**src/hdl/ffpa_ram.sv**
```systemverilog
// ----------------------------------------------------------------------------
// ffpa_ram
// Generic single-write, single-read RAM with registered read data.
// ----------------------------------------------------------------------------
module ffpa_ram #(
    parameter int WIDTH = 8,
    parameter int DEPTH = 16
) (
    input  logic                     aclk,
    input  logic                     we,
    input  logic [$clog2(DEPTH)-1:0] waddr,
    input  logic [WIDTH-1:0]         wdata,
    input  logic [$clog2(DEPTH)-1:0] raddr,
    output logic [WIDTH-1:0]         rdata
);

    logic [WIDTH-1:0] mem [DEPTH];

    // write port and registered read port
    always_ff @(posedge aclk) begin
        if (we) begin
            mem[waddr] <= wdata;
        end
        rdata <= mem[raddr];
    end

endmodule

```
**config.mk**
```make
export PLATFORM = sky130hd
export DESIGN_NAME = ffpa_ram
export DESIGN_NICKNAME = d
export VERILOG_FILES = /design/src/hdl/ffpa_ram.sv
export SDC_FILE = /design/constraint.sdc
export NUM_CORES = 1
export LEC_CHECK = 0
export ABC_AREA = 1
export ABC_CLOCK_PERIOD_IN_PS = 1500
export BUFFER_PORTS_ARGS = -buffer_cell sky130_fd_sc_hd__buf_4
export CAP_MARGIN = 10
export CORE_MARGIN = 2
export CORE_UTILIZATION = 30
export DETAILED_ROUTE_END_ITERATION = 6
export GPL_TIMING_DRIVEN = 0
export PLACE_DENSITY = 0.48
export SETUP_SLACK_MARGIN = 0.05
export SLEW_MARGIN = 20
export SYNTH_ARGS = -nofsm -noshare
export SYNTH_HDL_FRONTEND = slang
export SYNTH_SLANG_ARGS = --single-unit
```
**constraint.sdc**
```tcl
create_clock -name aclk -period 1.5 [get_ports aclk]
set_input_delay 0.3 -clock aclk [delete_from_list [all_inputs] [get_ports aclk]]
set_output_delay 0.3 -clock aclk [all_outputs]
set_load 0.01 [all_outputs]
```
==> results.sh <==
export IMPL_pre_cts_ws_ps=-415
export IMPL_post_cts_buffers=0
export IMPL_synth_warnings=0
export IMPL_crit_cells=3
export IMPL_die_w_microns=143
export IMPL_path_buf_inv=1
export IMPL_grt_max_degree=17
export IMPL_diodes=0
export IMPL_antenna_found_initial=0
export IMPL_totalWireLength_microns=14500
export IMPL_hold_path_class="primary input to flop"
export IMPL_p_leak_nw=2.90
export IMPL_first_pass_iters=5
export IMPL_grt_pass1_vias=3655
export IMPL_grt_usage_pct=15.2
export IMPL_grt_busiest_layer="met2"
export IMPL_reg2reg_depth=6
export IMPL_post_route_util_pct=36.3
export IMPL_crit_fanout=8
export IMPL_via_per_inst=4.41
export IMPL_rsz0062_at_grt="yes"
export IMPL_reg2reg_slack_ps=460
export IMPL_synth_cells=551
export IMPL_drive_gt1_share_pct=12.9
export IMPL_setup_viol=0
export IMPL_slowest_delay_ps=690
export IMPL_crit_chain="buf_4, nand3b_1, nor2_1"
export IMPL_critPathTopFamily="simple AND/OR/NAND/NOR gates"
export IMPL_clock_fmax_ghz=0.731
export IMPL_final_cells=839
export IMPL_ioPinCount=26
export IMPL_end_kind="flop"
export IMPL_vias=3699
export IMPL_clk_pin_slew_ps=60
export IMPL_syn_nets=569
export IMPL_drc=0
export IMPL_multi_input_area_sq_mm=0.00122
export IMPL_place_hpwl_microns=9840
export IMPL_ys_ff_latch=136
export IMPL_cts_tree="built"
export IMPL_nNetsFinal=610
export IMPL_avgSynthCellArea_sq_um=10.5
export IMPL_routabilityCongestion=0.904
export IMPL_clock_path_buffers=2
export IMPL_die_area_sq_mm=0.0203
export IMPL_report_final_hold_viol_count=0
export IMPL_crit_path_start="waddr[3]"
export IMPL_clkLatencyLatePin_ps=420
export IMPL_dp_cells=807
export IMPL_first_iter_violations=435
export IMPL_cp_required_ps=1550
export IMPL_fillCellCount=1875
export IMPL_cts_htree_levels=4
export IMPL_area_growth_synth_to_final_pct=18.2
export IMPL_fin_crit_ps=1370
export IMPL_crit_slowest_cell="nor2_1"
export IMPL_seq_area_frac_synth_pct=69.4
export IMPL_cts_root_buf="clkbuf_16"
export IMPL_maxCapViolCount=0
export IMPL_maxSlewViolCount=0
export IMPL_status="finished clean"
export IMPL_worstPathArrival_ps=1420
export IMPL_syn_area_sq_mm=0.00577
export IMPL_overflow=0
export IMPL_drt_wirelength_per_cell_microns=17.2
export IMPL_seqCellArea_sq_mm=0.00400
export IMPL_core_sq_mm=0.0188
export IMPL_irDropWorstVdd_mv=0.683
export IMPL_fin_crit_sh_pct=91.2
export IMPL_crit_type="primary input to flop"
export IMPL_grtUsageMet1_pct=20.9
export IMPL_cts_inserted_buffers=17
export IMPL_dieHeight_microns=143
export IMPL_cp_endpoint="mem[4][1]"
export IMPL_grt_first_pass_wirelength_microns=21800
export IMPL_r2r_start="mem[0][7]"
export IMPL_cp_start_kind="primary input"
export IMPL_numClockSinks=136
export IMPL_worst_slack_ps=131
export IMPL_worst_pin_slew_ps=883
export IMPL_fin_skew_ps=4.71
export IMPL_rows=50
export IMPL_power_density_mw_per_mm2=1320
export IMPL_initial_core_util_pct=30.7
export IMPL_synth_cell_types=12
export IMPL_grtUsageMet2_pct=22.8
export IMPL_ant_nets=0
export IMPL_max_slew_margin_pct=40.9
export IMPL_use_met3_pct=3.52
export IMPL_port_buffers=22
export IMPL_reg2reg_to="rdata[7]"
-- how the worst min path moves through the flow --
stage / to / from / slack [ps] / cells past startpoint
after detailed placement: mem[2][5] / wdata[5] / 680 / 1
after global placement: mem[10][5] / wdata[5] / 670 / 1
after global routing: mem[3][5] / wdata[5] / 240 / 1
final: mem[2][5] / wdata[5] / 240 / 1
after CTS: mem[2][5] / wdata[5] / 240 / 1
after floorplan: mem[0][0] / wdata[0] / 400 / 0
-- cell families after synthesis --
logic type	Yosys count	share of synthesized area (%)
AND/OR/NAND/NOR	289	21.0
flip-flops	136	69.4
buffers and inverters	126	9.52
-- layer usage --
layer	vias to the layer above	wire length, microns
met3	19	830
met1	1713	6940
li1	1857	-
met4	0	376
met5	-	0
met2	110	6310
-- final cells by class --
type,count,share of cell area [%]
repair buffers,22,2.42
flip-flops and latches,136,58.7
well taps,234,4.29
inverters,102,5.61
multi-input cells,289,17.9
plain buffers,24,2.44
clock buffers,18,6.29
clock inverters,14,2.31
-- cell usage after synthesis --
master,n,area share [%]
buf_1,1,0.065
buf_2,13,1.1
buf_4,4,0.52
buf_6,6,1.2
dfxtp_1,8,2.8
edfxtp_1,128,67
inv_1,100,6.5
inv_2,2,0.13
nand2_1,173,11
nand3_1,97,8.4
nand3b_1,2,0.26
nor2_1,17,1.1
-- state kept, by name, indices dropped and copies added (netlist names) --
signal and count:
rdata 8, mem 128
-- power by group --
part,total [W],leakage (nW),internal [W],switching [W]
clock network,0.00415,0.270,0.00258,0.00156
registers,0.00427,1.22,0.00425,0.0000219
logic,0.000589,1.40,0.000187,0.000402
-- per-stage QoR --
step	instance area, sq um	setup TNS [ps]	hold WS (ps)	total power, W
final	6820	0	243	0.00901
after global routing	6820	0	244	0.00930
after CTS	6810	0	235	0.00906
after detailed placement	6220	-27190	680	0.00494
after global placement	6220	-24030	668	0.00493
after floorplan	5770	0	399	0.00466
-- what timing repair did --
action	CTS	global route
hold buffers	0	0
endpoints found under the setup margin	8	17
gates resized for setup	1	2
-- cells in the final DEF, fill, tap and decap left out, types with 2 or more instances in the layout --
| cell type | instances |
|---|---|
| nand2_1 | 173 |
| buf_4 | 26 |
| buf_2 | 13 |
| nor2_1 | 14 |
| bufinv_16 | 3 |
| inv_1 | 100 |
| dfxtp_1 | 8 |
| clkinv_1 | 3 |
| nand3b_1 | 2 |
| clkinv_2 | 2 |
| clkbuf_16 | 17 |
| edfxtp_1 | 128 |
| buf_6 | 6 |
| inv_2 | 2 |
| clkinvlp_4 | 5 |
| nand3_1 | 97 |
| nor2_2 | 3 |
No activity file was read; power rests on OpenSTA's default activity.
