===== src/hdl/ffpa_pkg.sv =====
// ----------------------------------------------------------------------------
// ffpa_pkg
// Shared constants and types of the first-fit pool allocator.
// ----------------------------------------------------------------------------
package ffpa_pkg;

    localparam int UNIT_BYTES   = 64;
    localparam int UNIT_SHIFT   = $clog2(UNIT_BYTES);
    localparam int POOL_UNITS   = 1024;
    localparam int UNIT_AW      = $clog2(POOL_UNITS);
    localparam int UNIT_W       = UNIT_AW + 1;
    localparam int CACHE_DEPTH  = 8;
    localparam int CACHE_CW     = $clog2(CACHE_DEPTH + 1);
    localparam int CACHE_IW     = (CACHE_DEPTH > 1) ? $clog2(CACHE_DEPTH) : 1;
    localparam int HDR_BYTES    = 16;
    localparam int CFG_W        = 17;
    localparam logic [UNIT_W-1:0] NIL_UNIT = UNIT_W'(POOL_UNITS);

    // command codes
    localparam logic [1:0] CMD_ALLOC = 2'd0;
    localparam logic [1:0] CMD_FREE  = 2'd1;
    localparam logic [1:0] CMD_GET   = 2'd2;

    // status codes
    localparam logic [1:0] ST_OK        = 2'd0;
    localparam logic [1:0] ST_TOO_LARGE = 2'd1;
    localparam logic [1:0] ST_EXHAUSTED = 2'd2;
    localparam logic [1:0] ST_INVALID   = 2'd3;

    // one unit's entry in the block store
    typedef struct packed {
        logic              hdr;
        logic              alloc;
        logic [UNIT_W-1:0] units;
        logic [UNIT_W-1:0] nxt;
    } mem_word_t;

    // cache control from the sequencer
    typedef struct packed {
        logic               clear;
        logic               take;
        logic               put;
        logic [UNIT_W-1:0]  need;
        logic [UNIT_AW-1:0] unit;
        logic [UNIT_W-1:0]  size;
    } cache_ctrl_t;

    // cache status to the sequencer
    typedef struct packed {
        logic               hit;
        logic [UNIT_AW-1:0] hit_unit;
        logic               full;
    } cache_stat_t;

endpackage


===== src/hdl/ffpa_cache.sv =====
// ----------------------------------------------------------------------------
// ffpa_cache
// LIFO cache of recently freed blocks with first-fit take and compaction.
// ----------------------------------------------------------------------------
module ffpa_cache
    import ffpa_pkg::*;
(
    input  logic        aclk,
    input  logic        aresetn,
    input  cache_ctrl_t ctrl,
    output cache_stat_t stat
);

    logic [UNIT_AW-1:0]  unit_reg [CACHE_DEPTH];
    logic [UNIT_W-1:0]   size_reg [CACHE_DEPTH];
    logic [CACHE_CW-1:0] count_reg;
    logic [CACHE_DEPTH-1:0] match;
    logic [CACHE_IW-1:0] hit_idx;

    // match entries below the fill count that are large enough
    always_comb begin
        for (int i = 0; i < CACHE_DEPTH; i++) begin
            match[i] = (CACHE_CW'(i) < count_reg) && (size_reg[i] >= ctrl.need);
        end
    end

    // pick the entry nearest the top
    always_comb begin
        hit_idx = '0;
        for (int i = CACHE_DEPTH - 1; i >= 0; i--) begin
            if (match[i]) begin
                hit_idx = CACHE_IW'(i);
            end
        end
    end

    assign stat.hit      = |match;
    assign stat.hit_unit = unit_reg[hit_idx];
    assign stat.full     = (count_reg >= CACHE_CW'(CACHE_DEPTH));

    // fill count
    always_ff @(posedge aclk) begin
        if (!aresetn || ctrl.clear) begin
            count_reg <= '0;
        end else if (ctrl.take) begin
            count_reg <= count_reg - CACHE_CW'(1);
        end else if (ctrl.put) begin
            count_reg <= count_reg + CACHE_CW'(1);
        end
    end

    // compact on take, push on put
    always_ff @(posedge aclk) begin
        if (ctrl.take) begin
            for (int j = 0; j < CACHE_DEPTH; j++) begin
                if (CACHE_IW'(j) >= hit_idx) begin
                    if (j == CACHE_DEPTH - 1) begin
                        unit_reg[j] <= '0;
                        size_reg[j] <= '0;
                    end else begin
                        unit_reg[j] <= unit_reg[(j + 1) % CACHE_DEPTH];
                        size_reg[j] <= size_reg[(j + 1) % CACHE_DEPTH];
                    end
                end
            end
        end else if (ctrl.put) begin
            for (int j = CACHE_DEPTH - 1; j > 0; j--) begin
                unit_reg[j] <= unit_reg[j - 1];
                size_reg[j] <= size_reg[j - 1];
            end
            unit_reg[0] <= ctrl.unit;
            size_reg[0] <= ctrl.size;
        end
    end

endmodule


===== config.mk =====
export PLATFORM = sky130hd
export DESIGN_NAME = ffpa_cache
export DESIGN_NICKNAME = d
export VERILOG_FILES = /design/src/hdl/ffpa_pkg.sv /design/src/hdl/ffpa_cache.sv
export SDC_FILE = /design/constraint.sdc
export NUM_CORES = 1
export LEC_CHECK = 0
export BUFFER_PORTS_ARGS = -buffer_cell sky130_fd_sc_hd__buf_2
export CELL_PAD_IN_SITES_DETAIL_PLACEMENT = 0
export CELL_PAD_IN_SITES_GLOBAL_PLACEMENT = 1
export CORE_MARGIN = 2
export CORE_UTILIZATION = 52
export CTS_BUF_LIST = sky130_fd_sc_hd__clkbuf_8
export CTS_CLUSTER_DIAMETER = 30
export CTS_CLUSTER_SIZE = 30
export DETAILED_ROUTE_END_ITERATION = 8
export HOLD_SLACK_MARGIN = 0.1
export PLACE_DENSITY_LB_ADDON = 0.1
export SKIP_LAST_GASP = 1
export SLEW_MARGIN = 10
export SYNTH_ARGS = -nofsm -noshare
export SYNTH_HDL_FRONTEND = slang
export SYNTH_SLANG_ARGS = --single-unit
export TNS_END_PERCENT = 100

===== constraint.sdc =====
create_clock -name aclk -period 8.8 [get_ports aclk]
set_input_delay 0.88 -clock aclk [delete_from_list [all_inputs] [get_ports aclk]]
set_output_delay 0.88 -clock aclk [all_outputs]
set_load 0.1 [all_outputs]

==> summary.md <==
| Metric | Value |
|---|---|
| Root Buffer | `clkbuf_8` |
| EDFF count, synth | `~170` |
| Initial antenna violation count | `0` |
| GRT Total Usage | `27.4%` |
| Seq cells post-synth | `172` |
| Hold endpoint | `size_reg[0][69]` |
| Max-cap violations | `0` |
| Post-synth top flop | `edfxtp_1` |
| VDD IR max | `0.230 mV` |
| Syn_area_per_cell | `between 9 and 10 sq um` |
| Clock buffer depth | `2` |
| Post-route ant nets | `0` |
| Mapped Cells | `around 1.1k` |
| Clock Sink Count | `172` |
| Worst r2r path cells | `10` |
| Die Y | `143 um` |
| Leak Pwr | `~0.005 uW` |
| Compound-Gate Fraction of Synth Area | `12.5%` |
| Via Count | `7832` |
| Max-slew violation count | `0` |
| Async SR Flop Fraction | `0%` |
| First-pass GRT wire length | `41.8 mm` |
| Final-report setup violation count | `0` |
| Worst reg2reg path endpoint | `size_reg[0][74]` |
| DR iter-0 viols | `771` |
| Post-CTS setup buffers | `0` |
| Top cells by area, synth | `edfxtp_1 (50%), nand2_1 (14%), ha_1 (11%)` |
| Initial Util | `53.4%` |
| Worst Hold Class | `register to register` |
| Die ar. | `~20000 sq um` |
| Register area | `5120 sq um` |
| Total Nets Final | `1219` |
| Pwr Total | `2850 uW` |
| Post-Synth Adder-Cell Area | `11.3%` |
| DP HPWL | `about 18 mm` |
| Number of H-tree levels | `4` |
| Num CTS Buffers | `17` |
| Slew at the pin closest to its max-slew limit | `1.06 ns` |
| Commonest non-fill, non-tap cell in the layout | `nand2_1` |
| Max FFs per register | `just under 90` |
| Total gr overflow | `0` |
| R2R setup slack | `4.27 ns` |
| DP Area | `10500 sq um` |
| CP Max Fanout | `10` |
| DRC viols | `0` |
| Top cell type by total area after synthesis | `edfxtp_1` |
| Layout cells sized above 1 | `8.79%` |
| Synth-to-Final Area Change | `8.54%` |
| Post-Synth Simple-Gate Area | `20.1%` |
| RSZ-0062 raised after global routing | `false` |
| Synth Cell Area | `10100 sq um` |
| Clk slew on worst S/H paths | `0.09 ns` |
| Routed len/inst | `19.6 um` |
| Largest net degree at the start of global routing | `90` |
| Yosys Warn Count | `0` |
| Setup_tns | `0 ns` |
| Design area | `10900 sq um` |
| Pre-antenna DRT Iters | `5` |
| Row cnt | `50` |
| Critical Path AT | `4.60 ns` |
| IO Pins | `49` |
| Share of the synthesized area in the top cell type | `50.1%` |
| CTS tree | `built` |
| Aggregate routed wire length | `between 20 and 30 mm` |
| Post-Synth XOR/XNOR Area | `0.261%` |
| GPL Wtd Cong | `0.881` |
| Fillers | `1691` |
| Proportion of synthesized area in mux cells | `0.995%` |
| Minimum clock period | `5.48 ns` |
| Worst Hold Depth | `2` |
| Post_cts resized | `0` |
| Power density over the cells | `261 nW/um^2` |
| Syn_nets | `1195` |
| Layout Skew | `0.0191 ns` |
| Reg-to-Reg Start | `size_reg[0][68]` |
| Startpoint Class | `input pin` |
| Port buffer count | `48` |
| Number of global-route vias before repair | `approximately 7.4k` |
| Die width | `143 um` |
| Yosys cell types | `48` |
| Largest family of logic cells by synthesized area | `simple AND/OR/NAND/NOR gates` |
| Min-Delay Startpoint | `size_reg[0][80]` |
| CTS Hold Buffers Added | `0` |
| Final period utilization | `roughly 62%` |
| Core area | `about 19000 sq um` |
| Hold Violations, Final | `0` |
| Status | `finished clean` |
| Most frequent cells in the layout | `nand2_1 (373), edfxtp_1 (168), ha_1 (91)` |
| Vias per inst | `around 5.7` |
| N_diodes | `0` |
| Req. time, crit path | `7.92 ns` |
| Sequential fraction of the synthesis area | `50.9%` |
| Relative slew slack | `between 20 and 30%` |
| Critical path type | `input pin to primary output` |
| Worst-Skew Late Latency | `0.48 ns` |
| Area of the multi-input gates | `4610 sq um` |
| Fmax | `183 MHz` |
| Crit end category | `primary output` |
[per-stage QoR]
step | util [%] | instances | hold slack (ns) | setup slack (ns)
detailed placement | 56.0 | 1332 | 0.539 | 3.32
finish | 58.0 | 1364 | 0.562 | 3.32
global route | 58.0 | 1364 | 0.589 | 3.11
floorplan | - | 1067 | 0.501 | 3.13
CTS | 58.0 | 1364 | 0.567 | 3.32
global placement | 56.0 | 1332 | 0.530 | 3.34
[report_power, final]
group / internal [uW] / total, uW / leakage, uW / switching (uW)
Sequential: 1160 / 1320 / 0.00180 / 158
Clock: 211 / 550 / 0.000192 / 339
Combinational: 283 / 985 / 0.00304 / 702
Total: 1650 / 2850 / 0.00502 / 1200
[synth_stat cells, types with 12 or more instances]
master,number
a21boi_0,12
a21o_1,14
a21oi_1,49
and2_1,21
and3_1,34
clkbuf_1,51
edfxtp_1,168
ha_1,91
inv_1,43
nand2_1,374
nor2_1,20
o21ai_0,88
[logic make-up (layout without fill, tap and decap cells)]
logic type | Yosys count | count (layout)
and+or+nand+nor | 482 | 482
AOI/OAI and AO/OA | 212 | 212
DFF | 172 | 172
buffers and inverters | 97 | 134
adders and majority gates | 91 | 91
muxes | 10 | 10
xor gates and xnor gates | 3 | 3
[cell type report]
class                           count  area share, %
Sequential cell                   172           46.9
Multi-Input combinational cell    798           42.2
Tap cell                          260           2.98
Timing Repair Buffer               59           2.96
Clock buffer                       17           2.14
Inverter                           43           1.48
Clock inverter                     15           1.33
[critical path, stage by stage]
cell and delay, ns:
buf_2 0.09, inv_1 0.28, ha_1 0.31, and4_1 0.19, a21oi_1 0.15, a21boi_1 0.09
or3_1 0.37, o32ai_1 0.42, nand2_1 0.13, o21ai_1 0.68, o21ai_0 0.29, o2111ai_1 0.22
buf_2 0.48
[worst max-delay path by stage]
stage	startpoint	to	slack (ns)	depth (start not counted)
3_3_place_gp	ctrl[27]	stat[10]	3.34	13
2_1_floorplan	ctrl[27]	stat[3]	3.13	14
6_report	ctrl[26]	stat[1]	3.32	13
5_1_grt	ctrl[23]	stat[10]	3.11	13
3_5_place_dp	ctrl[26]	stat[1]	3.32	13
4_1_cts	ctrl[26]	stat[1]	3.32	13
[metal layers]
metal / vias up / wire [um] / global-route usage [%]
met5: - / 0 / 0
met1: 3769 / 13300 / 42.6
met2: 256 / 11600 / 40.2
li1: 3776 / - / -
met4: 0 / 419 / 6.72
met3: 31 / 1520 / 3.92
Note: power is estimated with default switching activity, not from simulation.
